$ cat src/hw/rtl/lpcvs_pkg.sv
`default_nettype none
// ----------------------------------------------------------------------------
// lpcvs_pkg : shared types and constants of the victim select unit
// Fixed field widths, command codes, register map and the scan handshake.
// ----------------------------------------------------------------------------
package lpcvs_pkg;

   localparam int unsigned STAMP_W    = 32;
   localparam int unsigned SET_IN_W   = 6;
   localparam int unsigned HIT_WAY_W  = 3;
   localparam int unsigned DIRTY_W    = 8;
   localparam int unsigned VICTIM_W   = 3;
   localparam int unsigned CSR_ADDR_W = 3;
   localparam int unsigned CSR_DATA_W = 32;

   // command codes
   localparam logic CMD_ACCESS = 1'b0;
   localparam logic CMD_QUERY  = 1'b1;

   // register word index (paddr[2])
   localparam logic REG_PREFER_CLEAN = 1'b0;

   typedef struct packed {
      logic               start;
      logic               prefer_clean;
      logic               set_ok;
      logic [DIRTY_W-1:0] dirty_mask;
   } scan_req_type;

   typedef struct packed {
      logic                active;
      logic                done;
      logic [VICTIM_W-1:0] victim_way;
   } scan_rsp_type;

endpackage : lpcvs_pkg
`default_nettype wire

$ cat src/hw/rtl/lpcvs_scan.sv
`default_nettype none
// ----------------------------------------------------------------------------
// lpcvs_scan : oldest-way search over one set row
// Walks the row one way a cycle, tracking the oldest way overall and the
// oldest clean way side by side; strobes the chosen way after the last one.
// ----------------------------------------------------------------------------
module lpcvs_scan #(
   parameter int unsigned NUM_WAYS = 8
) (
   input  wire logic                                 clock,
   input  wire logic                                 reset,
   input  wire logic [NUM_WAYS*lpcvs_pkg::STAMP_W-1:0] row,
   input  wire lpcvs_pkg::scan_req_type              scan_req,
   output lpcvs_pkg::scan_rsp_type                   scan_rsp
);
   import lpcvs_pkg::*;

   localparam int unsigned WAY_W = (NUM_WAYS > 1) ? $clog2(NUM_WAYS) : 1;

   logic               active_ff, active_in;
   logic               done_ff;
   logic [WAY_W-1:0]   way_ff;
   logic [DIRTY_W-1:0] dirty_ff;
   logic               pref_ff;
   logic               set_ok_ff;
   logic               all_have_ff, all_have_in;
   logic [WAY_W-1:0]   all_best_ff, all_best_in;
   logic [STAMP_W-1:0] all_stamp_ff, all_stamp_in;
   logic               cln_have_ff, cln_have_in;
   logic [WAY_W-1:0]   cln_best_ff, cln_best_in;
   logic [STAMP_W-1:0] cln_stamp_ff, cln_stamp_in;
   logic [VICTIM_W-1:0] victim_ff, victim_in;

   logic [STAMP_W-1:0] cur_stamp;
   logic [31:0]        way_ext;
   logic               clean;
   logic               last;
   logic [WAY_W-1:0]   pick;

   always_comb begin
      cur_stamp = row[way_ff*STAMP_W +: STAMP_W];
      way_ext   = 32'(way_ff);
      // ways past the dirty mask count as clean
      clean     = (way_ext >= DIRTY_W) || !dirty_ff[way_ext[2:0]];
      last      = (way_ext == NUM_WAYS - 1);

      all_have_in  = all_have_ff;
      all_best_in  = all_best_ff;
      all_stamp_in = all_stamp_ff;
      if (!all_have_ff || (cur_stamp < all_stamp_ff)) begin
         all_have_in  = 1'b1;
         all_best_in  = way_ff;
         all_stamp_in = cur_stamp;
      end

      cln_have_in  = cln_have_ff;
      cln_best_in  = cln_best_ff;
      cln_stamp_in = cln_stamp_ff;
      if (clean && (!cln_have_ff || (cur_stamp < cln_stamp_ff))) begin
         cln_have_in  = 1'b1;
         cln_best_in  = way_ff;
         cln_stamp_in = cur_stamp;
      end

      pick      = (pref_ff && cln_have_in) ? cln_best_in : all_best_in;
      victim_in = set_ok_ff ? VICTIM_W'(32'(pick)) : '0;

      active_in = active_ff;
      if (scan_req.start) begin
         active_in = 1'b1;
      end else if (active_ff && last) begin
         active_in = 1'b0;
      end
   end

   always_ff @(posedge clock) begin
      if (reset) begin
         active_ff <= 1'b0;
         done_ff   <= 1'b0;
      end else begin
         active_ff <= active_in;
         done_ff   <= active_ff && last;
      end
   end

   always_ff @(posedge clock) begin
      if (scan_req.start) begin
         way_ff      <= '0;
         dirty_ff    <= scan_req.dirty_mask;
         pref_ff     <= scan_req.prefer_clean;
         set_ok_ff   <= scan_req.set_ok;
         all_have_ff <= 1'b0;
         cln_have_ff <= 1'b0;
      end else if (active_ff) begin
         way_ff       <= WAY_W'(way_ff + 1'b1);
         all_have_ff  <= all_have_in;
         all_best_ff  <= all_best_in;
         all_stamp_ff <= all_stamp_in;
         cln_have_ff  <= cln_have_in;
         cln_best_ff  <= cln_best_in;
         cln_stamp_ff <= cln_stamp_in;
      end
      if (active_ff && last) begin
         victim_ff <= victim_in;
      end
   end

   assign scan_rsp.active     = active_ff;
   assign scan_rsp.done       = done_ff;
   assign scan_rsp.victim_way = victim_ff;

endmodule : lpcvs_scan
`default_nettype wire

$ cat config.mk
export PLATFORM = sky130hd
export DESIGN_NAME = lpcvs_scan
export DESIGN_NICKNAME = d
export VERILOG_FILES = /design/src/hw/rtl/lpcvs_pkg.sv /design/src/hw/rtl/lpcvs_scan.sv
export SDC_FILE = /design/constraint.sdc
export NUM_CORES = 1
export LEC_CHECK = 0
export BUFFER_PORTS_ARGS = -buffer_cell sky130_fd_sc_hd__buf_2
export CORE_MARGIN = 2
export CORE_UTILIZATION = 54
export CTS_BUF_LIST = sky130_fd_sc_hd__clkbuf_4
export DETAILED_ROUTE_END_ITERATION = 10
export PLACE_DENSITY_LB_ADDON = 0.15
export SETUP_SLACK_MARGIN = 0.5
export SLEW_MARGIN = 15
export SYNTH_ARGS = -nofsm -noshare
export SYNTH_HDL_FRONTEND = slang
export SYNTH_SLANG_ARGS = --single-unit
$ cat constraint.sdc
create_clock -name clock -period 10.83 [get_ports clock]
set_input_delay 1.083 -clock clock [delete_from_list [all_inputs] [get_ports clock]]
set_output_delay 1.083 -clock clock [all_outputs]
set_load 0.01 [all_outputs]
### Yosys cells after proc, flatten, opt, wreduce, memory -nomap -nowiden

Cells that the tools add are included.

* muxes and demuxes: 8
* magnitude comparators: 3
* multipliers: 0
* shift-type cells: 1
* div/mod/pow operators: 0
* eq/ne operators: 1
* bitwise gates (word level): 1
* reduce and logical (&&, ||, !) cells: 13
* add/sub/neg operators: 1

Operator list (number)
* $shiftx A256 B9 Y32: 1
* $lt A32 B32 Y1: 2
* $mux W3: 3
* $reduce_and A3 Y1: 2
* $lt A3 B4 Y1 const B: 1
* $mux W1: 4
* $reduce_and A2 Y1: 2
* $add A3 B1 Y3 const B: 1
* $bmux W1 S3: 1
* $eq A3 B3 Y1 const B: 1
* $logic_and A1 B1 Y1: 3
* $logic_not A1 Y1: 3
* $logic_or A1 B1 Y1: 2
* $reduce_bool A2 Y1: 1
* $not A1 Y1: 1

* register bits: 90
* ROM bits: 0
* bits in writable memories: 0
* output and inout port bits: 5
* logic and storage cells: 41
* memories kept: 0
* bits in latches: 0

### Logic depth before layout (Yosys ltp)

Gate-level depths: netlist (run 1).

* word-level depth: 7
* depth in mapped cells: 13

### Worst setup path before layout (run 1)

OpenSTA, ideal clock, no wires.

* path type: reg2reg
* from: register way_ff[0]
* to: register cln_stamp_ff[0], enable pin
* data arrival time: 4.552 ns
* stages on the path, launching flop included: 14
* setup time: 0.421 ns
* buffers on the path: 3
* required time: 10.409 ns
* clock period less this slack: 4.973 ns
* slack: 5.857 ns
* cells stage by stage: dfxtp_1 -> buf_6 -> clkbuf_1 -> buf_2 -> mux4_2 -> mux2_2 -> ha_1 -> a21oi_1 -> o21ai_0 -> a221oi_1 -> nand3_2 -> nand3_1 -> nand2_1 -> nor2_1

* longest elaborated chain between the ends: 5
* elaborated cells between the ends (all ways): 8
* those cells by class: order compare (1); shift (1); mux (2); reduce/logical (4)

RTL lines
* from (decl): line lpcvs_scan.sv:22 `logic [WAY_W-1:0] way_ff;`
* from (signal assigned): line lpcvs_scan.sv:95 `way_ff <= WAY_W'(way_ff + 1'b1);`
* $shiftx A256 B9 Y32: line lpcvs_scan.sv:41 `cur_stamp = row[way_ff*STAMP_W +: STAMP_W];`
* via cur_stamp[11]: line lpcvs_scan.sv:34 `logic [STAMP_W-1:0] cur_stamp;`
* $lt A32 B32 Y1: line lpcvs_scan.sv:59 `if (clean && (!cln_have_ff || (cur_stamp < cln_stamp_ff))) begin`
* $logic_or A1 B1 Y1: line lpcvs_scan.sv:59
* $logic_and A1 B1 Y1: line lpcvs_scan.sv:59
* $reduce_and A3 Y1 (no source line)
* to (signal assigned): line lpcvs_scan.sv:101 `cln_stamp_ff <= cln_stamp_in;`
* to (decl): line lpcvs_scan.sv:31 `logic [STAMP_W-1:0] cln_stamp_ff, cln_stamp_in;`

The timed path passes the listed nets, and every way through them passes these cells. The select of a mux whose other input is x is not followed.
A chain may end at the register's enable or synchronous reset.

### Final worst setup path (run 1)

* from: register way_ff[0]
* to: register all_stamp_ff[25], enable pin

* longest elaborated chain between the ends: 4

RTL lines
* $shiftx A256 B9 Y32: line lpcvs_scan.sv:41
* via cur_stamp[27]: line lpcvs_scan.sv:34
* $lt A32 B32 Y1: line lpcvs_scan.sv:50 `if (!all_have_ff || (cur_stamp < all_stamp_ff)) begin`
* $logic_or A1 B1 Y1: line lpcvs_scan.sv:50
* $reduce_and A3 Y1 (no source line)
* to (signal assigned): line lpcvs_scan.sv:98 `all_stamp_ff <= all_stamp_in;`
* to (decl): line lpcvs_scan.sv:28 `logic [STAMP_W-1:0] all_stamp_ff, all_stamp_in;`

The timed path passes the listed nets, and every way through them passes these cells.

==> metrics.txt, run 1 <==
# TYPE chip_impl_metric gauge
chip_impl_metric{name="fp.dieArea",unit="µm²"} 13100
chip_impl_metric{name="adder_and_majority_cell_fraction_of_the_synthesized_area",unit="%"} 12.2
chip_impl_metric{name="worst_setup_hold_path_clk_slew",unit="ns"} 0.15
chip_impl_metric{name="synth_warnings",unit=""} 0
chip_impl_metric{name="drv_cap",unit=""} 0
chip_impl_metric{name="gpl.final_weighted_congestion",unit=""} 0.841
chip_impl_metric{name="drtAntennaViolNets",unit=""} 0
chip_impl_metric{name="cts_made_buffers",unit=""} 9
chip_impl_metric{name="compound_gate_fraction_of_synth_area",unit="%"} 6.12
chip_impl_metric{name="drtPass1Iterations",unit=""} 7
chip_impl_metric{name="synth.top_cell.area_share",unit="%"} 37.9
chip_impl_metric{name="final.min_clock_period",unit="ns"} 4.82
chip_impl_info{name="synth_commonest_cells",value="83 x sky130_fd_sc_hd__edfxtp_1, 73 x sky130_fd_sc_hd__inv_1, 66 x sky130_fd_sc_hd__mux4_2"} 1
chip_impl_metric{name="groute.usage.overall",unit="%"} 27.8
chip_impl_metric{name="syn_area",unit="µm²"} 6580
chip_impl_metric{name="design.core.area",unit="µm²"} 12000
chip_impl_metric{name="cts_repair_resize_count",unit=""} 0
chip_impl_metric{name="postSynthCellCount",unit=""} 500
chip_impl_metric{name="post_synth_mux_area_share",unit="%"} 29.0
chip_impl_info{name="rsz0062_at_grt",value="false"} 1
chip_impl_metric{name="synth-simple-area-share",unit="%"} 6.69
chip_impl_metric{name="power.total",unit="W"} 0.000950
chip_impl_metric{name="wl_per_cell",unit="µm"} 19.5
chip_impl_info{name="synth_area_leader_cell",value="sky130_fd_sc_hd__edfxtp_1"} 1
chip_impl_metric{name="critical_path.max_stage_delay",unit="ns"} 0.72
chip_impl_metric{name="finalCritPeriodShare",unit="%"} 44.5
chip_impl_metric{name="power.switching",unit="W"} 0.000269
chip_impl_metric{name="max_frequency",unit="MHz"} 207
chip_impl_metric{name="report.final.slew_viol_count",unit=""} 0
chip_impl_metric{name="holdBufCountCts",unit=""} 0
chip_impl_info{name="postSynth.topFlopCell",value="sky130_fd_sc_hd__edfxtp_1"} 1
chip_impl_metric{name="power.share.switching",unit="%"} 28.3
chip_impl_metric{name="num_io_pins",unit=""} 274
chip_impl_metric{name="die_y",unit="µm"} 114
chip_impl_metric{name="globalRoute.totalOverflow",unit=""} 0
chip_impl_metric{name="fillCellCount",unit=""} 902
chip_impl_metric{name="first_global_vias",unit=""} 5668
chip_impl_metric{name="post_cts_buffers",unit=""} 0
chip_impl_metric{name="route.detailed.drc",unit=""} 0
chip_impl_info{name="yosysMostFrequentCell",value="sky130_fd_sc_hd__edfxtp_1"} 1
chip_impl_metric{name="max_slew_margin",unit="%"} 40.7
chip_impl_metric{name="clkSinkCount",unit=""} 90
chip_impl_metric{name="post_synth_xor_area_fraction",unit="%"} 0.133
chip_impl_info{name="critPathKind",value="register to register"} 1
chip_impl_metric{name="post_synth_num_cell_types",unit=""} 48
chip_impl_metric{name="ctsLongestPathBuffers",unit=""} 2
chip_impl_metric{name="post_synth.cell_area_avg",unit="µm²"} 13.2
chip_impl_metric{name="routed_via_density",unit=""} 5.81
chip_impl_metric{name="die-width",unit="µm"} 114
chip_impl_metric{name="timing_hold_violations_final",unit=""} 0
chip_impl_metric{name="ys_async_sr_fraction",unit="%"} 0
chip_impl_metric{name="io_buffer_count",unit=""} 273
chip_impl_metric{name="seq_power_share",unit="%"} 44.4
chip_impl_metric{name="tightestPinTransition",unit="ns"} 0.890
chip_impl_metric{name="layout.cell_area.non_filler",unit="µm²"} 8250
chip_impl_metric{name="drc_marker_count_from_the_first_detailed_route_iteration",unit=""} 218
chip_impl_metric{name="diodes",unit=""} 0
chip_impl_metric{name="clock_network_latency_to_the_later_pin_of_the_worst_skew_pair",unit="ns"} 0.44
chip_impl_metric{name="grt_antenna_before_repair",unit=""} 0
chip_impl_metric{name="power_per_cell_area",unit="nW/µm²"} 115
chip_impl_metric{name="critPathMaxFanout",unit=""} 44
chip_impl_metric{name="wl",unit="mm"} 17.9
chip_impl_info{name="synth_top_cells_by_area",value="sky130_fd_sc_hd__edfxtp_1 38%, sky130_fd_sc_hd__mux4_2 23%, sky130_fd_sc_hd__ha_1 12%"} 1
chip_impl_info{name="critPathLaunchType",value="register"} 1
chip_impl_metric{name="ir_worst_vdd",unit="µV"} 68.0
chip_impl_metric{name="setup-tns-final",unit="ns"} 0
chip_impl_metric{name="final_nets",unit=""} 1099
chip_impl_metric{name="global_route_wire_length_before_repair",unit="mm"} 27.8
chip_impl_metric{name="crit_arrival",unit="ns"} 4.93
chip_impl_metric{name="setup_viol",unit=""} 0
chip_impl_metric{name="initial_utilization",unit="%"} 55.0
chip_impl_info{name="synth_top_family_by_area",value="multiplexers"} 1
chip_impl_metric{name="fp-row-count",unit=""} 40
chip_impl_info{name="clock-root-buffer",value="sky130_fd_sc_hd__clkbuf_4"} 1
chip_impl_metric{name="place.detailed.hpwl",unit="mm"} 14.7
chip_impl_metric{name="worst_ep_required_time",unit="ns"} 10.94
chip_impl_metric{name="final_worst_path_setup_slack",unit="ns"} 6.01
chip_impl_info{name="crit_slowest_cell",value="sky130_fd_sc_hd__buf_4"} 1
chip_impl_metric{name="cellLeakagePower",unit="nW"} 3.69
chip_impl_metric{name="clock-skew-final",unit="ns"} 0.0158
chip_impl_metric{name="hold_depth",unit=""} 2
chip_impl_metric{name="power.share.combinational",unit="%"} 31.2
chip_impl_info{name="outcome",value="finished clean"} 1
chip_impl_info{name="cts_tree",value="built"} 1
chip_impl_metric{name="post_route_cells_drive_above_1_share",unit="%"} 52.4
chip_impl_metric{name="cellInternalPower",unit="W"} 0.000682
chip_impl_metric{name="ys_seq_area_share",unit="%"} 40.0
chip_impl_metric{name="r2r.worst_path.cells",unit=""} 11
chip_impl_metric{name="cts.htree.levels",unit=""} 3
chip_impl_info{name="crit_chain",value="buf_4, mux4_2, mux2_2, ha_1, and2_1, a221o_1, a22oi_1, o31ai_1, nor3_4, and2_1, buf_4"} 1
chip_impl_metric{name="pre_cts_slack",unit="ns"} 5.91
chip_impl_metric{name="synth-edff-count",unit=""} 83
chip_impl_info{name="worst_hold_path_type",value="register to register"} 1
chip_impl_metric{name="postPlaceCellArea",unit="µm²"} 8070
chip_impl_metric{name="synth_seq_cells",unit=""} 90
chip_impl_metric{name="syn_to_final_growth",unit="%"} 25.4
chip_impl_metric{name="grt_max_degree",unit=""} 68
chip_impl_metric{name="dr_total_vias",unit=""} 5338
chip_impl_info{name="critical_path.endpoint_type",value="register"} 1
chip_impl_metric{name="power.share.clock",unit="%"} 24.5
chip_impl_metric{name="mappedNetlistNets",unit=""} 833
power groups by stage:
stage / Clock, W / Sequential (W) / Combinational (W)
after CTS: 0.000236 / 0.000422 / 0.000299
final: 0.000233 / 0.000422 / 0.000296
after detailed placement: 0 / 0.000430 / 0.000297
after floorplan: 0 / 0.000421 / 0.000203
after global placement: 0 / 0.000429 / 0.000282
after global routing: 0.000250 / 0.000425 / 0.000328
state kept, by name (all words and copies together) (netlist names):
signal and flops:
set_ok_ff 1, cln_have_ff 1, cln_stamp_ff 32, all_best_ff 3
active_ff 1, all_stamp_ff 32, victim_ff 3, cln_best_ff 3
way_ff 3, pref_ff 1, done_ff 1, dirty_ff 8
all_have_ff 1
critical path: cells and delay by family (launching register included):
| kind | cells | cell delay (ns) |
|---|---|---|
| adders and majority gates | 1 | 0.30 |
| DFF | 1 | 0.70 |
| muxes | 2 | 0.91 |
| AOI/OAI and AO/OA | 3 | 0.64 |
| buffers and inverters | 2 | 1.12 |
| and+or+nand+nor | 3 | 0.79 |
final timing paths:
path	slack (ns)	endpoint	start
max	6.01	all_stamp_ff[25]	way_ff[0]
min reg2reg	0.54	all_have_ff	all_have_ff
min	0.54	all_have_ff	all_have_ff
max reg2reg	6.01	all_stamp_ff[25]	way_ff[0]
area by class of cell:
type / count / area, µm² / area share (%)
clock buffer: 9 / 67.6 / 0.819
clock inverter: 7 / 118 / 1.43
inverter: 73 / 274 / 3.32
multi-input combinational: 314 / 3570 / 43.2
sequential: 90 / 2640 / 32.0
tap: 147 / 184 / 2.23
timing repair buffer: 278 / 1400 / 17.0
placed cells by master, fill, tap and decap left out, drive strengths merged, types with 3 or more instances in the layout:
cell type | netlist | layout
buf | 10 | 278
edfxtp | 83 | 83
inv | 73 | 73
mux4 | 66 | 66
ha | 64 | 64
mux2 | 32 | 32
nor2 | 22 | 22
a21oi | 21 | 21
nand2 | 18 | 18
nand4 | 14 | 14
o21ai | 13 | 13
clkbuf | 13 | 9
nand3 | 9 | 9
dfxtp | 7 | 7
mux2i | 6 | 6
nor3 | 6 | 6
nor2b | 5 | 5
and2 | 4 | 4
a211oi | 4 | 4
a22oi | 3 | 3
bufinv | 0 | 3
layer usage:
metal / vias to the layer above / global-route usage, % / wire, µm
li1: 2484 / - / -
met1: 2601 / 34.1 / 6910
met2: 215 / 49.2 / 9430
met3: 38 / 5.40 / 1050
met4: 0 / 9.92 / 499
met5: - / 0 / 0
metrics by stage:
stage / util, % / std cells / hold WS, ns
4_1_cts: 69.0 / 918 / 0.538
2_1_floorplan: - / 500 / 0.456
6_report: 69.0 / 918 / 0.537
3_5_place_dp: 67.4 / 902 / 0.511
3_3_place_gp: 67.4 / 902 / 0.514
5_1_grt: 69.0 / 918 / 0.570
kinds of logic (layout without fill, tap and decap cells):
| logic type | Yosys count | after routing |
|---|---|---|
| buffers and inverters | 96 | 367 |
| AOI/OAI and AO/OA | 61 | 61 |
| and+or+nand+nor | 84 | 84 |
| muxes | 104 | 104 |
| DFF | 90 | 90 |
| xor gates and xnor gates | 1 | 1 |
| adders and majority gates | 64 | 64 |
No activity file was read; power rests on OpenSTA's default activity.
==> inputs of run 2 (changes only) <==
--- a/config.mk
+++ b/config.mk
@@ -7,7 +7,7 @@
 export LEC_CHECK = 0
 export BUFFER_PORTS_ARGS = -buffer_cell sky130_fd_sc_hd__buf_2
 export CORE_MARGIN = 2
-export CORE_UTILIZATION = 54
+export CORE_UTILIZATION = 46
 export CTS_BUF_LIST = sky130_fd_sc_hd__clkbuf_4
 export DETAILED_ROUTE_END_ITERATION = 10
 export PLACE_DENSITY_LB_ADDON = 0.15
==> constraint.sdc (replaced) <==
create_clock -name clock -period 4.15 [get_ports clock]
set_input_delay 0.415 -clock clock [delete_from_list [all_inputs] [get_ports clock]]
set_output_delay 0.415 -clock clock [all_outputs]
set_load 0.01 [all_outputs]
==> run 2 against run 1 <==
Combinational power grew to 3.5 times the previous value; via count is 4.7% higher; clock skew is 0.0032 ns lower; critical path depth is 4 higher; hold slack worse by 0.41 ns; sequential share of layout area is 3.5 points lower.
==> metrics.txt, run 2 (same netlist as run 1, synthesis figures left out) <==
# TYPE chip_impl_metric gauge
chip_impl_metric{name="cts_made_buffers",unit=""} 9
chip_impl_info{name="path_common_cell",value="sky130_fd_sc_hd__buf_6"} 1
chip_impl_metric{name="grt_max_degree",unit=""} 40
chip_impl_metric{name="grt_antenna_before_repair",unit=""} 0
chip_impl_metric{name="clock-skew-final",unit="ns"} 0.0127
chip_impl_info{name="largest_registers",value="all_stamp_ff x32, cln_stamp_ff x32, dirty_ff x8"} 1
chip_impl_metric{name="initial_utilization",unit="%"} 47.2
chip_impl_metric{name="setup-tns-final",unit="ns"} 0
chip_impl_info{name="critical_path.endpoint_type",value="register"} 1
chip_impl_metric{name="syn_to_final_growth",unit="%"} 40.8
chip_impl_metric{name="wl_per_cell",unit="µm"} 20.0
chip_impl_metric{name="final_core_util",unit="%"} 66.5
chip_impl_metric{name="worst_setup_hold_path_clk_slew",unit="ns"} 0.13
chip_impl_metric{name="design.core.area",unit="µm²"} 13900
chip_impl_metric{name="fp-row-count",unit=""} 43
chip_impl_metric{name="clock_network_latency_to_the_later_pin_of_the_worst_skew_pair",unit="ns"} 0.45
chip_impl_metric{name="final.min_clock_period",unit="ns"} 3.75
chip_impl_info{name="crit_chain",value="buf_6, buf_12, buf_16, mux4_2, mux2_4, ha_1, nand2_1, nor2_1, nand4_1, buf_4, a2111oi_4, nor3_4, buf_6, mux2i_4, o32ai_2"} 1
chip_impl_info{name="crit_slowest_cell",value="sky130_fd_sc_hd__mux4_2"} 1
chip_impl_metric{name="drc_marker_count_from_the_first_detailed_route_iteration",unit=""} 348
chip_impl_metric{name="place.detailed.hpwl",unit="mm"} 14.2
chip_impl_metric{name="tightestPinTransition",unit="ns"} 0.902
chip_impl_metric{name="route.detailed.drc",unit=""} 0
chip_impl_metric{name="layout.cell_area.non_filler",unit="µm²"} 9270
chip_impl_metric{name="fp.dieArea",unit="µm²"} 15300
chip_impl_metric{name="ir_worst_vdd",unit="µV"} 138
chip_impl_metric{name="routed_via_density",unit=""} 5.65
chip_impl_info{name="outcome",value="finished clean"} 1
chip_impl_info{name="clock-root-buffer",value="sky130_fd_sc_hd__clkbuf_4"} 1
chip_impl_metric{name="io_buffer_count",unit=""} 273
chip_impl_metric{name="global_route_wire_length_before_repair",unit="mm"} 27.8
chip_impl_info{name="critPathLaunchType",value="register"} 1
chip_impl_metric{name="diodes",unit=""} 0
chip_impl_metric{name="drtAntennaViolNets",unit=""} 0
chip_impl_metric{name="cts.htree.levels",unit=""} 3
chip_impl_metric{name="drv_cap",unit=""} 0
chip_impl_info{name="mostFrequentLayoutCells",value="273 x sky130_fd_sc_hd__buf_2, 83 x sky130_fd_sc_hd__edfxtp_1, 72 x sky130_fd_sc_hd__inv_1"} 1
chip_impl_metric{name="die_y",unit="µm"} 124
chip_impl_metric{name="max_frequency",unit="MHz"} 267
chip_impl_metric{name="clkSinkCount",unit=""} 90
chip_impl_metric{name="groute.usage.overall",unit="%"} 24.0
chip_impl_metric{name="wl",unit="mm"} 19.8
chip_impl_info{name="mostFrequentLayoutCell",value="sky130_fd_sc_hd__buf_2"} 1
chip_impl_info{name="cts_tree",value="built"} 1
chip_impl_metric{name="cellLeakagePower",unit="nW"} 4.04
chip_impl_metric{name="post_route_cells_drive_above_1_share",unit="%"} 60.8
chip_impl_metric{name="die-width",unit="µm"} 124
chip_impl_metric{name="first_global_vias",unit=""} 5701
chip_impl_info{name="rsz0062_at_grt",value="true"} 1
chip_impl_metric{name="place_inst",unit=""} 939
chip_impl_metric{name="timing_hold_violations_final",unit=""} 0
chip_impl_metric{name="crit_arrival",unit="ns"} 3.93
chip_impl_metric{name="final_nets",unit=""} 1138
chip_impl_metric{name="critPathMaxFanout",unit=""} 8
chip_impl_metric{name="filler_free_cell_count_of_the_finished_design",unit=""} 989
chip_impl_metric{name="dr_total_vias",unit=""} 5589
chip_impl_info{name="worst_hold_path_type",value="input port to register"} 1
chip_impl_metric{name="gpl.final_weighted_congestion",unit=""} 0.884
chip_impl_metric{name="finalCritPeriodShare",unit="%"} 90.3
chip_impl_metric{name="critical_path.max_stage_delay",unit="ns"} 0.50
chip_impl_metric{name="report.final.slew_viol_count",unit=""} 0
chip_impl_metric{name="power_per_cell_area",unit="nW/µm²"} 277
chip_impl_metric{name="drtPass1Iterations",unit=""} 5
chip_impl_metric{name="worst_ep_required_time",unit="ns"} 4.34
chip_impl_metric{name="postPlaceCellArea",unit="µm²"} 8230
chip_impl_metric{name="num_io_pins",unit=""} 274
chip_impl_metric{name="setup_viol",unit=""} 0
chip_impl_metric{name="holdBufCountCts",unit=""} 0
chip_impl_metric{name="max_slew_margin",unit="%"} 39.7
chip_impl_info{name="critPathKind",value="register to register"} 1
chip_impl_metric{name="globalRoute.totalOverflow",unit=""} 0
chip_impl_metric{name="ctsLongestPathBuffers",unit=""} 2
==> run 2: changes by cell type in the layout (fill, tap and decap cells not counted), moves of 5 or more <==
cell,delta
sky130_fd_sc_hd__mux2_4,+16
sky130_fd_sc_hd__clkbuf_16,+6
sky130_fd_sc_hd__o21ai_0,-5
sky130_fd_sc_hd__mux2_2,-16
sky130_fd_sc_hd__a21oi_1,-8
sky130_fd_sc_hd__ha_1,-11
sky130_fd_sc_hd__a21oi_2,+8
sky130_fd_sc_hd__buf_4,+12
sky130_fd_sc_hd__ha_4,+10
sky130_fd_sc_hd__buf_12,+7
sky130_fd_sc_hd__buf_6,+6
==> run 2: worst max-delay path: cells and delay by family, from the launching register on <==
family	cells	cell delay [ns]
muxes	3	1.03
buffers and inverters	5	0.72
and+or+nand+nor	4	0.59
DFF	1	0.47
AOI/OAI and AO/OA	2	0.39
adders and majority gates	1	0.29
==> run 2: what timing repair did <==
action,CTS,global route
setup endpoints to repair,71,73
gates resized for setup,23,70
cloned,3,8
setup buffers,12,12
pin swaps,8,27
==> run 2: final cells by class <==
| type | instances | area, µm² |
|---|---|---|
| Multi-Input combinational cell | 316 | 4020 |
| Sequential cell | 90 | 2640 |
| Tap cell | 180 | 225 |
| Fill cell | 1072 | 4670 |
| Inverter | 73 | 274 |
| Timing Repair Buffer | 315 | 1990 |
| Clock buffer | 13 | 97.6 |
| Clock inverter | 2 | 15.0 |
==> run 2: report_power, final <==
| part | internal, W | total, W | switching (W) | leakage [nW] |
|---|---|---|---|---|
| logic | 0.000568 | 0.00104 | 0.000469 | 3.15 |
| clock network | 0.000148 | 0.000438 | 0.000290 | 0.0601 |
| registers | 0.00107 | 0.00109 | 0.0000264 | 0.828 |
==> run 2: path summary, 6_finish.rpt <==
kind / start / endpoint / slack [ns] / cells after the start
max: way_ff[0] / victim_ff[2] / 0.40 / 15
min: reset / done_ff / 0.13 / 2
max reg2reg: way_ff[0] / victim_ff[2] / 0.40 / 15
min reg2reg: all_have_ff / all_have_ff / 0.59 / 2
==> run 2: routing by layer <==
layer	wire length [µm]	track usage [%]	up-vias	part of all wire, %
li1	-	-	2565	-
met4	399	7.53	0	2.0
met3	1180	3.98	36	6.0
met5	0	0	-	0
met1	7900	30.3	2760	40
met2	10300	42.2	228	52
==> run 2: metrics by stage <==
step / hold slack, ns / total power (W) / setup WS (ns)
2_1_floorplan: 0.456 / 0.00165 / 0.517
3_3_place_gp: 0.526 / 0.00188 / 0.365
3_5_place_dp: 0.552 / 0.00191 / 0.270
4_1_cts: 0.0971 / 0.00242 / 0.442
5_1_grt: 0.101 / 0.00270 / 0.274
6_report: 0.125 / 0.00257 / 0.402
==> inputs of run 3 (changes only) <==
--- a/config.mk
+++ b/config.mk
@@ -11,6 +11,7 @@
 export CTS_BUF_LIST = sky130_fd_sc_hd__clkbuf_4
 export DETAILED_ROUTE_END_ITERATION = 10
 export PLACE_DENSITY_LB_ADDON = 0.15
+export RECOVER_POWER = 50
 export SETUP_SLACK_MARGIN = 0.5
 export SLEW_MARGIN = 15
 export SYNTH_ARGS = -nofsm -noshare
==> run 3 against run 2 <==
Largest cell class unchanged; design area fell by 0.65%; worst setup slack got worse by 0.088 ns; largest power group unchanged; critical path depth fell by 1; global-route usage did not move; utilization fell by 0.43 points; maximum frequency fell by 2.3%; combinational power barely moved; non-clock buffer count did not move.
==> metrics.txt, run 3 (same netlist as run 1, synthesis figures left out) <==
# TYPE chip_impl_metric gauge
chip_impl_metric{name="wl_per_cell",unit="µm"} 19.9
chip_impl_metric{name="ir_worst_vdd",unit="µV"} 134
chip_impl_metric{name="diodes",unit=""} 0
chip_impl_metric{name="die_y",unit="µm"} 124
chip_impl_metric{name="grt_max_degree",unit=""} 40
chip_impl_metric{name="place.detailed.hpwl",unit="mm"} 14.2
chip_impl_metric{name="timing.reg2reg.setup_slack",unit="ns"} 0.31
chip_impl_metric{name="fillCellCount",unit=""} 1084
chip_impl_metric{name="tightestPinTransition",unit="ns"} 0.977
chip_impl_metric{name="cts.htree.levels",unit=""} 3
chip_impl_metric{name="holdBufCountCts",unit=""} 0
chip_impl_metric{name="max_frequency",unit="MHz"} 261
chip_impl_metric{name="worst_ep_required_time",unit="ns"} 4.34
chip_impl_metric{name="gpl.final_weighted_congestion",unit=""} 0.884
chip_impl_metric{name="critical_path.max_stage_delay",unit="ns"} 0.48
chip_impl_metric{name="route.detailed.drc",unit=""} 0
chip_impl_info{name="rsz0062_at_grt",value="true"} 1
chip_impl_metric{name="layout.cell_area.non_filler",unit="µm²"} 9210
chip_impl_metric{name="groute.usage.overall",unit="%"} 24.0
chip_impl_info{name="crit_chain",value="clkbuf_1, buf_12, buf_16, mux4_2, mux2_1, ha_1, o21ai_2, nand2b_1, a21oi_2, o31ai_4, nor3_4, buf_6, mux2i_4, o32ai_2"} 1
chip_impl_metric{name="drtAntennaViolNets",unit=""} 0
chip_impl_info{name="outcome",value="finished clean"} 1
chip_impl_info{name="cts_tree",value="built"} 1
chip_impl_metric{name="clock_network_latency_to_the_later_pin_of_the_worst_skew_pair",unit="ns"} 0.45
chip_impl_metric{name="setup_viol",unit=""} 0
chip_impl_metric{name="design.core.area",unit="µm²"} 13900
chip_impl_info{name="critPathLaunchType",value="register"} 1
chip_impl_metric{name="worst_setup_hold_path_clk_slew",unit="ns"} 0.13
chip_impl_metric{name="critPathMaxFanout",unit=""} 8
chip_impl_metric{name="finalCritPeriodShare",unit="%"} 92.4
chip_impl_metric{name="post_route_cells_drive_above_1_share",unit="%"} 56.7
chip_impl_metric{name="power_per_cell_area",unit="nW/µm²"} 277
chip_impl_metric{name="max_slew_margin",unit="%"} 34.9
chip_impl_info{name="mostFrequentLayoutCell",value="sky130_fd_sc_hd__buf_2"} 1
chip_impl_info{name="critPathKind",value="register to register"} 1
chip_impl_info{name="largest_registers",value="all_stamp_ff x32, cln_stamp_ff x32, dirty_ff x8"} 1
chip_impl_info{name="r2r-start",value="way_ff[0]"} 1
chip_impl_info{name="critical_path.endpoint_type",value="register"} 1
chip_impl_info{name="worstSetupEndpoint",value="victim_ff[2]"} 1
chip_impl_info{name="clock-root-buffer",value="sky130_fd_sc_hd__clkbuf_4"} 1
chip_impl_info{name="cp_top_family",value="multiplexers"} 1
chip_impl_metric{name="finalHoldWorstSlack",unit="ns"} 0.120
chip_impl_metric{name="clock-skew-final",unit="ns"} 0.0113
chip_impl_metric{name="report.final.slew_viol_count",unit=""} 0
chip_impl_info{name="crit_slowest_cell",value="sky130_fd_sc_hd__mux4_2"} 1
chip_impl_metric{name="syn_to_final_growth",unit="%"} 39.9
chip_impl_info{name="mostFrequentLayoutCells",value="267 x sky130_fd_sc_hd__buf_2, 83 x sky130_fd_sc_hd__edfxtp_1, 72 x sky130_fd_sc_hd__inv_1"} 1
chip_impl_metric{name="routed_via_density",unit=""} 5.69
chip_impl_metric{name="num_io_pins",unit=""} 274
chip_impl_metric{name="r2r.worst_path.cells",unit=""} 14
chip_impl_metric{name="final.min_clock_period",unit="ns"} 3.84
chip_impl_metric{name="cts_made_buffers",unit=""} 9
chip_impl_metric{name="global_route_wire_length_before_repair",unit="mm"} 27.8
chip_impl_metric{name="die-width",unit="µm"} 124
chip_impl_metric{name="crit_arrival",unit="ns"} 4.03
chip_impl_metric{name="drv_cap",unit=""} 0
chip_impl_metric{name="cellLeakagePower",unit="nW"} 3.98
chip_impl_metric{name="worstPathBufferInverterCount",unit=""} 4
chip_impl_metric{name="timing_hold_violations_final",unit=""} 0
chip_impl_metric{name="cp_num_cells",unit=""} 14
chip_impl_metric{name="setup-tns-final",unit="ns"} 0
chip_impl_metric{name="final_nets",unit=""} 1138
chip_impl_metric{name="grt_antenna_before_repair",unit=""} 0
chip_impl_metric{name="power.total",unit="W"} 0.00255
chip_impl_metric{name="initial_utilization",unit="%"} 47.2
chip_impl_metric{name="multiInputGateArea",unit="µm²"} 3990
chip_impl_metric{name="drc_marker_count_from_the_first_detailed_route_iteration",unit=""} 368
chip_impl_metric{name="fp-row-count",unit=""} 43
chip_impl_info{name="worstReg2RegEnd",value="victim_ff[2]"} 1
chip_impl_metric{name="globalRoute.totalOverflow",unit=""} 0
chip_impl_metric{name="dr_total_vias",unit=""} 5624
chip_impl_metric{name="ctsLongestPathBuffers",unit=""} 2
chip_impl_metric{name="clkSinkCount",unit=""} 90
chip_impl_info{name="worst_hold_path_type",value="input port to register"} 1
chip_impl_info{name="timing.critical_path.from",value="way_ff[0]"} 1
chip_impl_metric{name="first_global_vias",unit=""} 5701
chip_impl_metric{name="register_area",unit="µm²"} 2640
chip_impl_metric{name="postPlaceCellArea",unit="µm²"} 8230
chip_impl_metric{name="fp.dieArea",unit="µm²"} 15300
chip_impl_metric{name="drtPass1Iterations",unit=""} 5
chip_impl_metric{name="io_buffer_count",unit=""} 273
chip_impl_metric{name="wl",unit="mm"} 19.7
[run 3: changes by cell type in the layout (fill, tap and decap cells not counted), sizes merged]
cell,delta
buf,-9
clkbuf,+9
[run 3: power breakdown]
part	leakage, nW	internal [W]	total, W	switching (W)
clock	0.0601	0.000148	0.000439	0.000291
sequential	0.828	0.00107	0.00109	0.0000261
combinational	3.09	0.000548	0.00101	0.000467
total	3.98	0.00176	0.00255	0.000784
[run 3: area by class of cell]
class                   instances  share of cell area, %
well taps                     180                   2.45
inverters                      73                   2.98
repair buffers                315                   21.4
clock inverters                 2                  0.163
flip-flops and latches         90                   28.7
clock buffers                  13                   1.06
multi-input cells             316                   43.3
[run 3: repair_timing]
action                                  in CTS  in global routing
setup buffers                               12                 12
gates cloned                                 3                  8
gates resized for setup                     23                 70
endpoints found under the setup margin      71                 73
pin swaps                                    8                 27
hold endpoints to repair                     0                  0
[run 3: worst min path at each step]
| stage | startpoint | end | cells after the start |
|---|---|---|---|
| final | reset | done_ff | 2 |
| after global routing | reset | done_ff | 2 |
| after CTS | reset | done_ff | 2 |
| after detailed placement | all_have_ff | all_have_ff | 2 |
| after global placement | all_have_ff | all_have_ff | 2 |
| after floorplan | all_have_ff | all_have_ff | 2 |
[run 3: routing by layer]
layer	part of all wire, %	wire [µm]	vias up	track usage (%)
met5	0	0	-	0
met4	2.3	447	0	7.53
met3	6.3	1250	40	3.98
met2	52	10200	242	42.2
met1	40	7840	2776	30.3
li1	-	-	2566	-
[run 3: per-stage QoR]
stage               worst slack, ns  util (%)  cells
floorplan                     0.517         -    500
global placement              0.365      59.0    939
detailed placement            0.270      59.0    939
CTS                           0.442      61.9    969
global route                  0.147      66.1    989
finish                        0.314      66.1    989
